**src/hdl/bmra_pkg.sv**
```systemverilog
// Package for the bitmap page run allocator: payload structs, status codes,
// state encoding and the word-level search result. No dependencies.
package bmra_pkg;

   localparam int WORD_BITS = 32;
   localparam int COUNT_W   = 11;
   localparam logic [31:0] HEAP_BASE_RESET = 32'h0020_0000;

   // Request kinds carried in req_type.
   localparam logic REQ_ALLOC = 1'b0;
   localparam logic REQ_FREE  = 1'b1;

   typedef enum logic [1:0] {
      ST_ALLOCATED  = 2'd0,
      ST_NO_SPACE   = 2'd1,
      ST_FREED      = 2'd2,
      ST_BELOW_BASE = 2'd3
   } status_type;

   typedef enum logic [2:0] {
      S_CLEAR,
      S_IDLE,
      S_DECODE,
      S_FRANGE,
      S_SCAN,
      S_MODIFY,
      S_RESP
   } state_type;

   typedef struct packed {
      logic                req_type;
      logic [COUNT_W-1:0]  pages;
      logic [31:0]         free_address;
   } req_payload_type;

   typedef struct packed {
      status_type  status;
      logic [31:0] alloc_address;
   } rsp_payload_type;

   // Outcome of searching one bitmap word for the end of a free run.
   typedef struct packed {
      logic               hit;
      logic [4:0]         pos;
      logic [COUNT_W-1:0] run_out;
   } find_type;

endpackage

```
**src/hdl/bmra_ram.sv**
```systemverilog
// Generic simple dual-port RAM with one write port and a registered read port.
// Depends on nothing.
module bmra_ram #(
   parameter int WIDTH = 32,
   parameter int DEPTH = 32
) (
   input  logic                                     clock,
   input  logic                                     wr_en,
   input  logic [((DEPTH > 1) ? $clog2(DEPTH) : 1)-1:0] wr_addr,
   input  logic [WIDTH-1:0]                         wr_data,
   input  logic                                     rd_en,
   input  logic [((DEPTH > 1) ? $clog2(DEPTH) : 1)-1:0] rd_addr,
   output logic [WIDTH-1:0]                         rd_data
);

   logic [WIDTH-1:0] mem_ff [DEPTH];
   logic [WIDTH-1:0] rd_data_ff;

   always_ff @(posedge clock) begin
      if (wr_en) begin
         mem_ff[wr_addr] <= wr_data;
      end
      if (rd_en) begin
         rd_data_ff <= mem_ff[rd_addr];
      end
   end

   assign rd_data = rd_data_ff;

endmodule

```
**src/hdl/bmra_run_find.sv**
```systemverilog
// Searches one 32-page bitmap word for the first page that completes a free
// run of the requested length, carrying the run length in from lower words.
// Depends on bmra_pkg.
module bmra_run_find (
   input  logic [bmra_pkg::WORD_BITS-1:0] used_word,
   input  logic [bmra_pkg::COUNT_W-1:0]   run_in,
   input  logic [bmra_pkg::COUNT_W-1:0]   count,
   output bmra_pkg::find_type             find
);

   logic [4:0]  last_used [bmra_pkg::WORD_BITS];
   logic        seen      [bmra_pkg::WORD_BITS];
   logic [11:0] run_len   [bmra_pkg::WORD_BITS];
   logic [bmra_pkg::WORD_BITS-1:0] hit_vec;

   // For every bit, the length of the free run that ends there.
   always_comb begin
      for (int j = 0; j < bmra_pkg::WORD_BITS; j++) begin
         last_used[j] = 5'd0;
         seen[j]      = 1'b0;
         for (int k = 0; k <= j; k++) begin
            if (used_word[k]) begin
               seen[j]      = 1'b1;
               last_used[j] = 5'(k);
            end
         end
         run_len[j] = seen[j] ? 12'(j - int'(last_used[j]))
                              : 12'(run_in) + 12'(j + 1);
         hit_vec[j] = !used_word[j] && (run_len[j] >= {1'b0, count});
      end
   end

   always_comb begin
      find.pos = 5'd0;
      for (int j = bmra_pkg::WORD_BITS - 1; j >= 0; j--) begin
         if (hit_vec[j]) begin
            find.pos = 5'(j);
         end
      end
      find.hit     = |hit_vec;
      find.run_out = (used_word == '0) ? run_in + bmra_pkg::COUNT_W'(32)
                                       : bmra_pkg::COUNT_W'(5'd31 - last_used[31]);
   end

endmodule

```
**src/hdl/bmra_word_update.sv**
```systemverilog
// Sets or clears the bits of one bitmap word that fall inside an inclusive
// page range. Depends on bmra_pkg.
module bmra_word_update #(
   parameter int PAGE_W = 11
) (
   input  logic [bmra_pkg::WORD_BITS-1:0] old_word,
   input  logic [PAGE_W-6:0]              word_idx,
   input  logic [PAGE_W-1:0]              lo_page,
   input  logic [PAGE_W-1:0]              hi_page,
   input  logic                           set_bits,
   output logic [bmra_pkg::WORD_BITS-1:0] new_word
);

   logic [4:0]                     lo_bit;
   logic [4:0]                     hi_bit;
   logic [bmra_pkg::WORD_BITS-1:0] mask;

   always_comb begin
      lo_bit   = (word_idx == lo_page[PAGE_W-1:5]) ? lo_page[4:0] : 5'd0;
      hi_bit   = (word_idx == hi_page[PAGE_W-1:5]) ? hi_page[4:0] : 5'd31;
      mask     = ({bmra_pkg::WORD_BITS{1'b1}} << lo_bit) &
                 ({bmra_pkg::WORD_BITS{1'b1}} >> (5'd31 - hi_bit));
      new_word = set_bits ? (old_word | mask) : (old_word & ~mask);
   end

endmodule

```
**src/hdl/page_bitmap_run_allocator.sv**
```systemverilog
// Top level of the bitmap first-fit contiguous page allocator.
// Depends on bmra_pkg, bmra_ram, bmra_run_find and bmra_word_update.
//
//   Channel   Ports                        Moves
//   request   req_valid/req_ready/req_data one allocate or free per transfer
//   response  rsp_valid/rsp_ready/rsp_data one status and address per request
//   config    csr_wr_en/csr_wr_data        heap_base, written at once
//
// An allocate scans the bitmap words from the lowest until the first fitting
// run ends or the last word is searched, then reads, modifies and writes back
// each word the run touches; the bitmap memory is walked one word per cycle.
// A free decodes the address and the page range, then updates each word in it.
// After reset a clearing pass writes every bitmap word to zero, one word per
// cycle, and no request is taken until it ends.
// A finished response waits in the output register, so the next request is
// taken while the previous response is still unclaimed.
module page_bitmap_run_allocator #(
   parameter int NUM_PAGES  = 1024,
   parameter int PAGE_SHIFT = 12
) (
   input  logic                      clock,
   input  logic                      reset,
   input  logic                      req_valid,
   output logic                      req_ready,
   input  bmra_pkg::req_payload_type req_data,
   output logic                      rsp_valid,
   input  logic                      rsp_ready,
   output bmra_pkg::rsp_payload_type rsp_data,
   input  logic                      csr_wr_en,
   input  logic [31:0]               csr_wr_data
);

   localparam int WORDS     = (NUM_PAGES + 31) / 32;
   localparam int WW        = (WORDS > 1) ? $clog2(WORDS) : 1;
   localparam int WCW       = $clog2(WORDS + 1);
   localparam int PIW       = $clog2(NUM_PAGES + 1);
   localparam int FW        = 32 - PAGE_SHIFT;
   localparam int OFW       = PIW + PAGE_SHIFT;
   localparam int TAIL      = NUM_PAGES % 32;
   localparam int LAST_WORD = WORDS - 1;
   // Bits of the last word that lie past the final page read as used.
   localparam logic [31:0] TAIL_MASK =
      (TAIL == 0) ? 32'd0 : ~((32'd1 << TAIL) - 32'd1);

   // Control registers.
   bmra_pkg::state_type state_ff, state_in;
   logic [31:0]         heap_base_ff, heap_base_in;
   logic [WCW-1:0]      rd_word_ff, rd_word_in;
   logic                pend_ff, pend_in;
   logic                rsp_valid_ff, rsp_valid_in;

   // Payload registers.
   bmra_pkg::req_payload_type     req_ff, req_in;
   logic [FW-1:0]                 first_ff, first_in;
   logic [PIW-1:0]                lo_ff, lo_in;
   logic [PIW-1:0]                hi_ff, hi_in;
   logic                          set_ff, set_in;
   logic [WW-1:0]                 proc_word_ff, proc_word_in;
   logic [bmra_pkg::COUNT_W-1:0]  run_ff, run_in;
   bmra_pkg::status_type          status_ff, status_in;
   bmra_pkg::rsp_payload_type     rsp_data_ff, rsp_data_in;

   // Memory port.
   logic          ram_wr_en;
   logic [WW-1:0] ram_wr_addr;
   logic [31:0]   ram_wr_data;
   logic          ram_rd_en;
   logic [WW-1:0] ram_rd_addr;
   logic [31:0]   ram_rd_data;

   // Datapath.
   logic               below_base;
   logic [31:0]        addr_diff;
   logic [32:0]        end_excl;
   logic [32:0]        end_clamp;
   logic               none_to_free;
   logic [PIW-1:0]     hit_page;
   logic [PIW-1:0]     start_page;
   logic [WCW-1:0]     hi_word;
   logic [31:0]        scan_word;
   logic [31:0]        upd_word;
   logic [OFW-1:0]     offset;
   bmra_pkg::find_type find;

   bmra_ram #(
      .WIDTH (32),
      .DEPTH (WORDS)
   ) u_bitmap (
      .clock   (clock),
      .wr_en   (ram_wr_en),
      .wr_addr (ram_wr_addr),
      .wr_data (ram_wr_data),
      .rd_en   (ram_rd_en),
      .rd_addr (ram_rd_addr),
      .rd_data (ram_rd_data)
   );

   bmra_run_find u_find (
      .used_word (scan_word),
      .run_in    (run_ff),
      .count     (req_ff.pages),
      .find      (find)
   );

   bmra_word_update #(
      .PAGE_W (PIW)
   ) u_update (
      .old_word (ram_rd_data),
      .word_idx ((PIW-5)'(proc_word_ff)),
      .lo_page  (lo_ff),
      .hi_page  (hi_ff),
      .set_bits (set_ff),
      .new_word (upd_word)
   );

   // Arithmetic shared by the states below.
   always_comb begin
      below_base   = req_ff.free_address < heap_base_ff;
      addr_diff    = req_ff.free_address - heap_base_ff;
      end_excl     = 33'(first_ff) + 33'(req_ff.pages);
      end_clamp    = (end_excl > 33'(NUM_PAGES)) ? 33'(NUM_PAGES) : end_excl;
      none_to_free = (req_ff.pages == '0) || (33'(first_ff) >= 33'(NUM_PAGES));
      hit_page     = PIW'({proc_word_ff, find.pos});
      start_page   = hit_page + PIW'(1) - PIW'(req_ff.pages);
      hi_word      = WCW'(hi_ff >> 5);
      scan_word    = ram_rd_data |
                     ((proc_word_ff == WW'(LAST_WORD)) ? TAIL_MASK : 32'd0);
      offset       = OFW'(lo_ff) << PAGE_SHIFT;
      heap_base_in = csr_wr_en ? csr_wr_data : heap_base_ff;
   end

   // Next state.
   always_comb begin
      state_in = state_ff;
      unique case (state_ff)
         bmra_pkg::S_CLEAR: begin
            if (rd_word_ff == WCW'(LAST_WORD)) begin
               state_in = bmra_pkg::S_IDLE;
            end
         end
         bmra_pkg::S_IDLE: begin
            if (req_valid) begin
               if (req_data.req_type == bmra_pkg::REQ_FREE) begin
                  state_in = bmra_pkg::S_DECODE;
               end else if (req_data.pages == '0) begin
                  state_in = bmra_pkg::S_RESP;
               end else begin
                  state_in = bmra_pkg::S_SCAN;
               end
            end
         end
         bmra_pkg::S_DECODE: begin
            state_in = below_base ? bmra_pkg::S_RESP : bmra_pkg::S_FRANGE;
         end
         bmra_pkg::S_FRANGE: begin
            state_in = none_to_free ? bmra_pkg::S_RESP : bmra_pkg::S_MODIFY;
         end
         bmra_pkg::S_SCAN: begin
            priority if (pend_ff && find.hit) begin
               state_in = bmra_pkg::S_MODIFY;
            end else if (pend_ff && (proc_word_ff == WW'(LAST_WORD))) begin
               state_in = bmra_pkg::S_RESP;
            end else begin
               state_in = bmra_pkg::S_SCAN;
            end
         end
         bmra_pkg::S_MODIFY: begin
            if (pend_ff && (WCW'(proc_word_ff) == hi_word)) begin
               state_in = bmra_pkg::S_RESP;
            end
         end
         bmra_pkg::S_RESP: begin
            if (!rsp_valid_ff || rsp_ready) begin
               state_in = bmra_pkg::S_IDLE;
            end
         end
         default: state_in = bmra_pkg::S_CLEAR;
      endcase
   end

   // Register updates and memory accesses for each state.
   always_comb begin
      req_in       = req_ff;
      first_in     = first_ff;
      lo_in        = lo_ff;
      hi_in        = hi_ff;
      set_in       = set_ff;
      rd_word_in   = rd_word_ff;
      proc_word_in = proc_word_ff;
      pend_in      = pend_ff;
      run_in       = run_ff;
      status_in    = status_ff;
      rsp_data_in  = rsp_data_ff;
      rsp_valid_in = rsp_valid_ff && !rsp_ready;
      ram_wr_en    = 1'b0;
      ram_wr_addr  = proc_word_ff;
      ram_wr_data  = upd_word;
      ram_rd_en    = 1'b0;
      ram_rd_addr  = rd_word_ff[WW-1:0];

      unique case (state_ff)
         bmra_pkg::S_CLEAR: begin
            // Every page starts free: zero one word per cycle.
            ram_wr_en   = 1'b1;
            ram_wr_addr = rd_word_ff[WW-1:0];
            ram_wr_data = 32'd0;
            rd_word_in  = rd_word_ff + WCW'(1);
         end
         bmra_pkg::S_IDLE: begin
            if (req_valid) begin
               req_in     = req_data;
               rd_word_in = '0;
               pend_in    = 1'b0;
               run_in     = '0;
               status_in  = bmra_pkg::ST_NO_SPACE;
            end
         end
         bmra_pkg::S_DECODE: begin
            first_in  = FW'(addr_diff >> PAGE_SHIFT);
            status_in = below_base ? bmra_pkg::ST_BELOW_BASE : bmra_pkg::ST_FREED;
         end
         bmra_pkg::S_FRANGE: begin
            // Pages past the end are dropped by clamping the top of the range.
            lo_in      = PIW'(first_ff);
            hi_in      = PIW'(end_clamp - 33'd1);
            set_in     = 1'b0;
            rd_word_in = WCW'(PIW'(first_ff) >> 5);
            pend_in    = 1'b0;
         end
         bmra_pkg::S_SCAN: begin
            // Reads run one word ahead of the search.
            if (rd_word_ff < WCW'(WORDS)) begin
               ram_rd_en    = 1'b1;
               proc_word_in = rd_word_ff[WW-1:0];
               rd_word_in   = rd_word_ff + WCW'(1);
               pend_in      = 1'b1;
            end else begin
               pend_in = 1'b0;
            end
            if (pend_ff) begin
               if (find.hit) begin
                  lo_in      = start_page;
                  hi_in      = hit_page;
                  set_in     = 1'b1;
                  status_in  = bmra_pkg::ST_ALLOCATED;
                  rd_word_in = WCW'(start_page >> 5);
                  pend_in    = 1'b0;
               end else begin
                  run_in = find.run_out;
               end
            end
         end
         bmra_pkg::S_MODIFY: begin
            // Read-modify-write one word per cycle; the write always trails
            // the read by one word, so the two never meet on one entry.
            if (rd_word_ff <= hi_word) begin
               ram_rd_en    = 1'b1;
               proc_word_in = rd_word_ff[WW-1:0];
               rd_word_in   = rd_word_ff + WCW'(1);
               pend_in      = 1'b1;
            end else begin
               pend_in = 1'b0;
            end
            if (pend_ff) begin
               ram_wr_en = 1'b1;
            end
         end
         bmra_pkg::S_RESP: begin
            if (!rsp_valid_ff || rsp_ready) begin
               rsp_valid_in       = 1'b1;
               rsp_data_in.status = status_ff;
               rsp_data_in.alloc_address =
                  (status_ff == bmra_pkg::ST_ALLOCATED) ? heap_base_ff + 32'(offset)
                                                        : 32'd0;
            end
         end
         default: begin
            rd_word_in = '0;
         end
      endcase
   end

   always_ff @(posedge clock) begin
      if (reset) begin
         state_ff     <= bmra_pkg::S_CLEAR;
         heap_base_ff <= bmra_pkg::HEAP_BASE_RESET;
         rd_word_ff   <= '0;
         pend_ff      <= 1'b0;
         rsp_valid_ff <= 1'b0;
      end else begin
         state_ff     <= state_in;
         heap_base_ff <= heap_base_in;
         rd_word_ff   <= rd_word_in;
         pend_ff      <= pend_in;
         rsp_valid_ff <= rsp_valid_in;
      end
   end

   always_ff @(posedge clock) begin
      req_ff       <= req_in;
      first_ff     <= first_in;
      lo_ff        <= lo_in;
      hi_ff        <= hi_in;
      set_ff       <= set_in;
      proc_word_ff <= proc_word_in;
      run_ff       <= run_in;
      status_ff    <= status_in;
      rsp_data_ff  <= rsp_data_in;
   end

   assign req_ready = (state_ff == bmra_pkg::S_IDLE);
   assign rsp_valid = rsp_valid_ff;
   assign rsp_data  = rsp_data_ff;

   // The read-modify-write never reads the entry that it writes in that cycle.
   a_no_rw_overlap: assert property (@(posedge clock) disable iff (reset)
      (ram_wr_en && ram_rd_en) |-> (ram_wr_addr != ram_rd_addr))
      else $error("bitmap read and write hit the same word");

   // While searching, the carried run is always shorter than the request.
   a_run_below_count: assert property (@(posedge clock) disable iff (reset)
      (state_ff == bmra_pkg::S_SCAN) |-> (run_ff < req_ff.pages))
      else $error("carried run reached the count without a hit");

   // A request transfer closes the request side until that request is done.
   a_one_at_a_time: assert property (@(posedge clock) disable iff (reset)
      (req_valid && req_ready) |=> !req_ready)
      else $error("request taken while another is in progress");

endmodule

```
**config.mk**
```make
export PLATFORM = sky130hd
export DESIGN_NAME = page_bitmap_run_allocator
export DESIGN_NICKNAME = d
export VERILOG_FILES = /design/src/hdl/bmra_pkg.sv /design/src/hdl/bmra_ram.sv /design/src/hdl/bmra_run_find.sv /design/src/hdl/bmra_word_update.sv /design/src/hdl/page_bitmap_run_allocator.sv
export SDC_FILE = /design/constraint.sdc
export NUM_CORES = 2
export LEC_CHECK = 0
export BUFFER_PORTS_ARGS = -buffer_cell sky130_fd_sc_hd__buf_2
export CAP_MARGIN = 20
export CORE_UTILIZATION = 69
export DETAILED_ROUTE_END_ITERATION = 12
export GPL_ROUTABILITY_DRIVEN = 0
export MAX_ROUTING_LAYER = met4
export PLACE_DENSITY_LB_ADDON = 0.1
export REMOVE_ABC_BUFFERS = 1
export SLEW_MARGIN = 0
export SYNTH_ARGS = -nofsm -noshare
export SYNTH_HDL_FRONTEND = slang
export SYNTH_HIERARCHICAL = 1
export SYNTH_SLANG_ARGS = --single-unit
```
**constraint.sdc**
```tcl
create_clock -name clock -period 15.2 [get_ports clock]
set_input_delay 1.52 -clock clock [delete_from_list [all_inputs] [get_ports clock]]
set_output_delay 1.52 -clock clock [all_outputs]
set_load 0.02 [all_outputs]
```
==> results.md <==
Die:
- The floorplan step defined a die boundary enclosing 101,000 um2.
- In this run the vertical extent of the chip is 317 um.
- The placeable core region is 98,400 um2.
- The count of pins on the block boundary is 117.
- The horizontal die dimension is 317 um.
- The number of standard-cell rows in the floorplan is 115.
- The effective utilization at floorplan is 69.8%.

Power and ir drop:
- The power per standard cell area is 133 nW/um2.
- The part of the total power dissipated in the clock network is 29.0%.
- The worst supply voltage drop on vdd is 0.153 mV.
- The internal power consumption is 6.71 mW.
- For this design the total switching power over the nets is 3.25 mW.
- Of the total power, registers draw 43.5%.
- The fraction of power spent switching nets is 32.6%.
- Combinational cells account for 27.6% of the total power.
- The analysis attributes to cell leakage a power of 27.6 nW.

Placed design:
- The worst slack at placement is 6.59 ns.
- The HPWL after detailed placement is 125,000 um.
- The placed instance count is 6,991.
- The post-place instance area is 70,600 um2.
- Buffers placed on the I/O ports in this run total 116.

Clocking:
- Clock-pin slew was measured on the worst setup and hold paths at 0.06 ns.
- The latest clock arrival within the worst-skew pair is 0.76 ns.
- The tree is rooted in a sky130_fd_sc_hd__clkbuf_16.
- The hold-fix buffer count after cts is 0.
- The number of setup buffers added after CTS is 0.
- The clock net in this run drives a total of 1,237 sinks.
- The maximum level of the CTS H-tree is 3.
- The TritonCTS clock tree is done.
- Buffers inserted during clock tree synthesis total 117.
- The post-cts repair resize count is 0.
- No sink is reached through more buffers than the 3 on the longest clock path.

Worst setup path:
- The register-to-register setup slack is 6.21 ns.
- The gate family responsible for the most delay along the worst path is compound AO/OA/AOI/OAI gates.
- The most common cell type on the critical path is sky130_fd_sc_hd__ha_1.
- Data on the critical path arrives at its endpoint at 9.58 ns.
- The slowest stage of the critical path belongs to the cell sky130_fd_sc_hd__xnor2_1.
- STA classifies the critical path endpoint as a flip-flop.
- By startpoint and endpoint, the worst setup path is classified as flip-flop to flip-flop.
- STA classifies the critical path startpoint as a flip-flop.
- The largest single stage delay on the critical path is 1.07 ns.
- The buffering stage count on the worst path with inverters included is 2.
- The required time reported for the critical path endpoint is 15.78 ns.
- The top fanout value on the critical path is 21.

STA:
- The final-report max-slew violation count is 0.
- The final hold violation count is 0.
- The maximum achievable frequency is 0.111 GHz.
- Setup violations remaining at the end of the flow were counted as 0.
- Summed over all failing endpoints, the final setup total negative slack is 0 ns.
- At the pin with the least slew margin, the transition time is 1.26 ns.
- The final critical-path share of the clock period is 59.2%.
- Setup repair after global routing left no endpoint under its margin.
- The smallest clock period supported by the final layout is computed as 8.99 ns.
- In this run the tightest slew margin relative to its limit is 15.2%.
- Across the routed clock network, the largest skew measured is 0.0769 ns.
- The worst path meets setup with 6.21 ns of slack.

Detailed routing:
- The total detailed-routing wirelength is 205,000 um.
- The detail route stage leaves a number of antenna-violating nets equal to 0.
- The overall via count from detail_route is 51,000.
- The violation count after the first detailed-route iteration is 7,120.
- After detailed routing, the number of vias per cell comes to 7.04.
- The first detailed-routing pass ran for 9 iterations.
- The post-route DRC violation count is 0.
- The average wire length per cell after detail routing is 28.4 um.

Global route:
- The combined global-route utilization of all metal layers is 41.0%.
- The met1 capacity usage during global routing is 51.6%.
- Global routing finished with a remaining overflow of 0.
- The via count of the first global-routing pass came to 48,100.
- For this run, global-route usage on met2 was measured as 61.2%.
- The number of antenna violations at the first check in global routing is 14.
- The busiest layer in global routing is met2.
- The global-route wire length before repair is 300,000 um.
- The met3 demand-to-capacity share in global routing is 8.87%.
- The maximum number of pins on one net before global-route repair is 141.

Outcome:
- The run finished with clean final reports.

Final layout:
- The number of cells in the finished layout apart from fillers is 7,242.
- In the final layout, the share of cells above drive strength 1 is 9.95%.
- With fillers left out, the area of the finished cells amounts to 74,700 um2.
- The count of nets after finishing is 6,404.
- The relative area change from synthesis to final layout is 8.83%.

Synth:
- By area the synthesized netlist is led by sky130_fd_sc_hd__edfxtp_1, sky130_fd_sc_hd__ha_1, sky130_fd_sc_hd__mux2i_1.
- The cell count after synthesis came out at 5,776.
- The leading register cell type out of synthesis is sky130_fd_sc_hd__edfxtp_1.
- The largest total area in the synthesized netlist belongs to sky130_fd_sc_hd__edfxtp_1.
- The number of library cell types mapped by synthesis is 112.
- The count of yosys warnings during synthesis is 6.
- The sequential element share of the synthesized area is 53.5%.
- The share of flip-flops with an asynchronous set or reset after synthesis is 0%.
- Each instance of the synthesized netlist takes up on average 11.9 um2.
- The synthesized design devotes to its leading area cell type 52.2% of total area.
- The register bit count reported by yosys is 1,237.
- The cell area that synthesis handed to floorplanning was 68,700 um2.
- The number of enable-type register cells in the synthesized netlist is 1,194.

Hold path:
- The tightest min-delay check is of the flip-flop to flip-flop type.

Run:
- The number of max-capacitance violations reported is 0.
logic make-up after synthesis:
group | Yosys count | share of synthesized area, %
simple gates | 1488 | 10.5
xor+xnor | 252 | 3.21
mux | 611 | 9.00
fa+ha+maj | 483 | 8.84
compound gates | 1264 | 12.0
buf+inv | 440 | 2.91
flops | 1237 | 53.5
other cells | 1 | 0.00546
Yosys cell counts, drive strengths merged (9+ instances only):
| master | n |
|---|---|
| a2111oi | 17 |
| a211oi | 39 |
| a21boi | 10 |
| a21o | 73 |
| a21oi | 379 |
| a221oi | 14 |
| a22o | 71 |
| a22oi | 103 |
| a31o | 9 |
| a31oi | 83 |
| and2 | 30 |
| and3 | 26 |
| buf | 114 |
| clkbuf | 182 |
| dfxtp | 43 |
| edfxtp | 1194 |
| ha | 480 |
| inv | 140 |
| mux2 | 48 |
| mux2i | 563 |
| nand2 | 365 |
| nand2b | 49 |
| nand3 | 169 |
| nand4 | 26 |
| nand4b | 9 |
| nor2 | 463 |
| nor2b | 88 |
| nor3 | 90 |
| nor4 | 30 |
| o2111ai | 20 |
| o211ai | 20 |
| o21a | 41 |
| o21ai | 234 |
| o21bai | 12 |
| o22ai | 22 |
| o31ai | 13 |
| o32ai | 14 |
| or2 | 31 |
| or3 | 69 |
| or4 | 9 |
| xnor2 | 142 |
| xor2 | 110 |
power groups by stage:
stage / Sequential [mW] / Combinational, mW / Clock, mW
2_1_floorplan: 4.60 / 2.48 / 0
4_1_cts: 4.33 / 2.63 / 2.90
3_3_place_gp: 4.39 / 2.55 / 0
6_report: 4.33 / 2.74 / 2.88
5_1_grt: 4.34 / 2.87 / 3.02
3_5_place_dp: 4.40 / 2.61 / 0
stage by stage:
step	hold slack [ns]	utilization, %	total power, mW
2_1_floorplan	0.442	-	7.08
3_3_place_gp	0.475	71.8	6.94
3_5_place_dp	0.484	71.8	7.01
4_1_cts	0.497	75.6	9.86
5_1_grt	0.532	75.9	10.2
6_report	0.492	75.9	9.96
area by class of cell:
type                            count  area (um2)
Fill cell                        6220       23700
Inverter                          144         541
Clock inverter                     75         706
Sequential cell                  1237       36700
Antenna cell                       13        32.5
Multi-Input combinational cell   4100       30300
Clock buffer                      146        3090
Tap cell                         1287        1610
Timing Repair Buffer              240        1700
registers in the layout (all words and copies together) (netlist names), 5 cells and up:
name	cells
req_ff	43
first_ff	20
lo_ff	11
u_bitmap/rd_data	32
rsp_data	34
proc_word_ff	5
heap_base_ff	32
u_bitmap/mem_ff	1024
run_ff	11
hi_ff	11
rd_word_ff	6
placed cells by master (no fill, tap or decap), drive strengths merged, types with 69 or more instances in the layout:
cell type / instances
xor2: 110
a22o: 71
nand2: 365
ha: 480
buf: 239
or3: 69
clkbuf: 147
a21oi: 379
nor2b: 88
nor2: 463
xnor2: 142
edfxtp: 1194
nand3: 169
nor3: 90
a31oi: 83
o21ai: 234
a22oi: 103
inv: 145
a21o: 73
mux2i: 563
worst register-to-register path: stages, from the launching register on:
cell	delay [ns]
sky130_fd_sc_hd__edfxtp_1	0.36
sky130_fd_sc_hd__buf_4	0.28
sky130_fd_sc_hd__inv_1	0.42
sky130_fd_sc_hd__ha_1	0.52
sky130_fd_sc_hd__nand2_1	0.35
sky130_fd_sc_hd__xnor2_1	1.07
sky130_fd_sc_hd__o21ai_0	0.17
sky130_fd_sc_hd__a31oi_1	0.27
sky130_fd_sc_hd__ha_1	0.28
sky130_fd_sc_hd__o211ai_1	0.07
sky130_fd_sc_hd__o21ai_0	0.10
sky130_fd_sc_hd__a21o_1	0.20
sky130_fd_sc_hd__a2111oi_0	0.60
sky130_fd_sc_hd__o221ai_1	0.57
sky130_fd_sc_hd__o21ai_0	0.90
sky130_fd_sc_hd__a31oi_1	0.24
sky130_fd_sc_hd__ha_1	0.34
sky130_fd_sc_hd__ha_1	0.29
sky130_fd_sc_hd__a21o_1	0.18
sky130_fd_sc_hd__a21oi_1	0.22
sky130_fd_sc_hd__nor2b_1	0.07
sky130_fd_sc_hd__o21a_1	0.18
sky130_fd_sc_hd__o41a_1	0.35
sky130_fd_sc_hd__a31o_2	0.27
sky130_fd_sc_hd__xnor2_1	0.22
sky130_fd_sc_hd__o221ai_1	0.14
sky130_fd_sc_hd__a22o_1	0.21
per-layer routing:
metal,share of wire (%),routed length [um]
met1,36,74200
met2,45,91600
met3,12,24600
met4,7.3,15100
met5,0,0
path summary, 6_finish.rpt:
check / startpoint / endpoint / cells past startpoint
max: run_ff[1]$_SDFFCE_PN0P_ / rd_word_ff[5]$_SDFFE_PP0P_ / 26
max reg2reg: run_ff[1]$_SDFFCE_PN0P_ / rd_word_ff[5]$_SDFFE_PP0P_ / 26
min: heap_base_ff[31]$_SDFFE_PP0P_ / heap_base_ff[31]$_SDFFE_PP0P_ / 2
min reg2reg: heap_base_ff[31]$_SDFFE_PP0P_ / heap_base_ff[31]$_SDFFE_PP0P_ / 2
(Power assumes the default switching activity.)
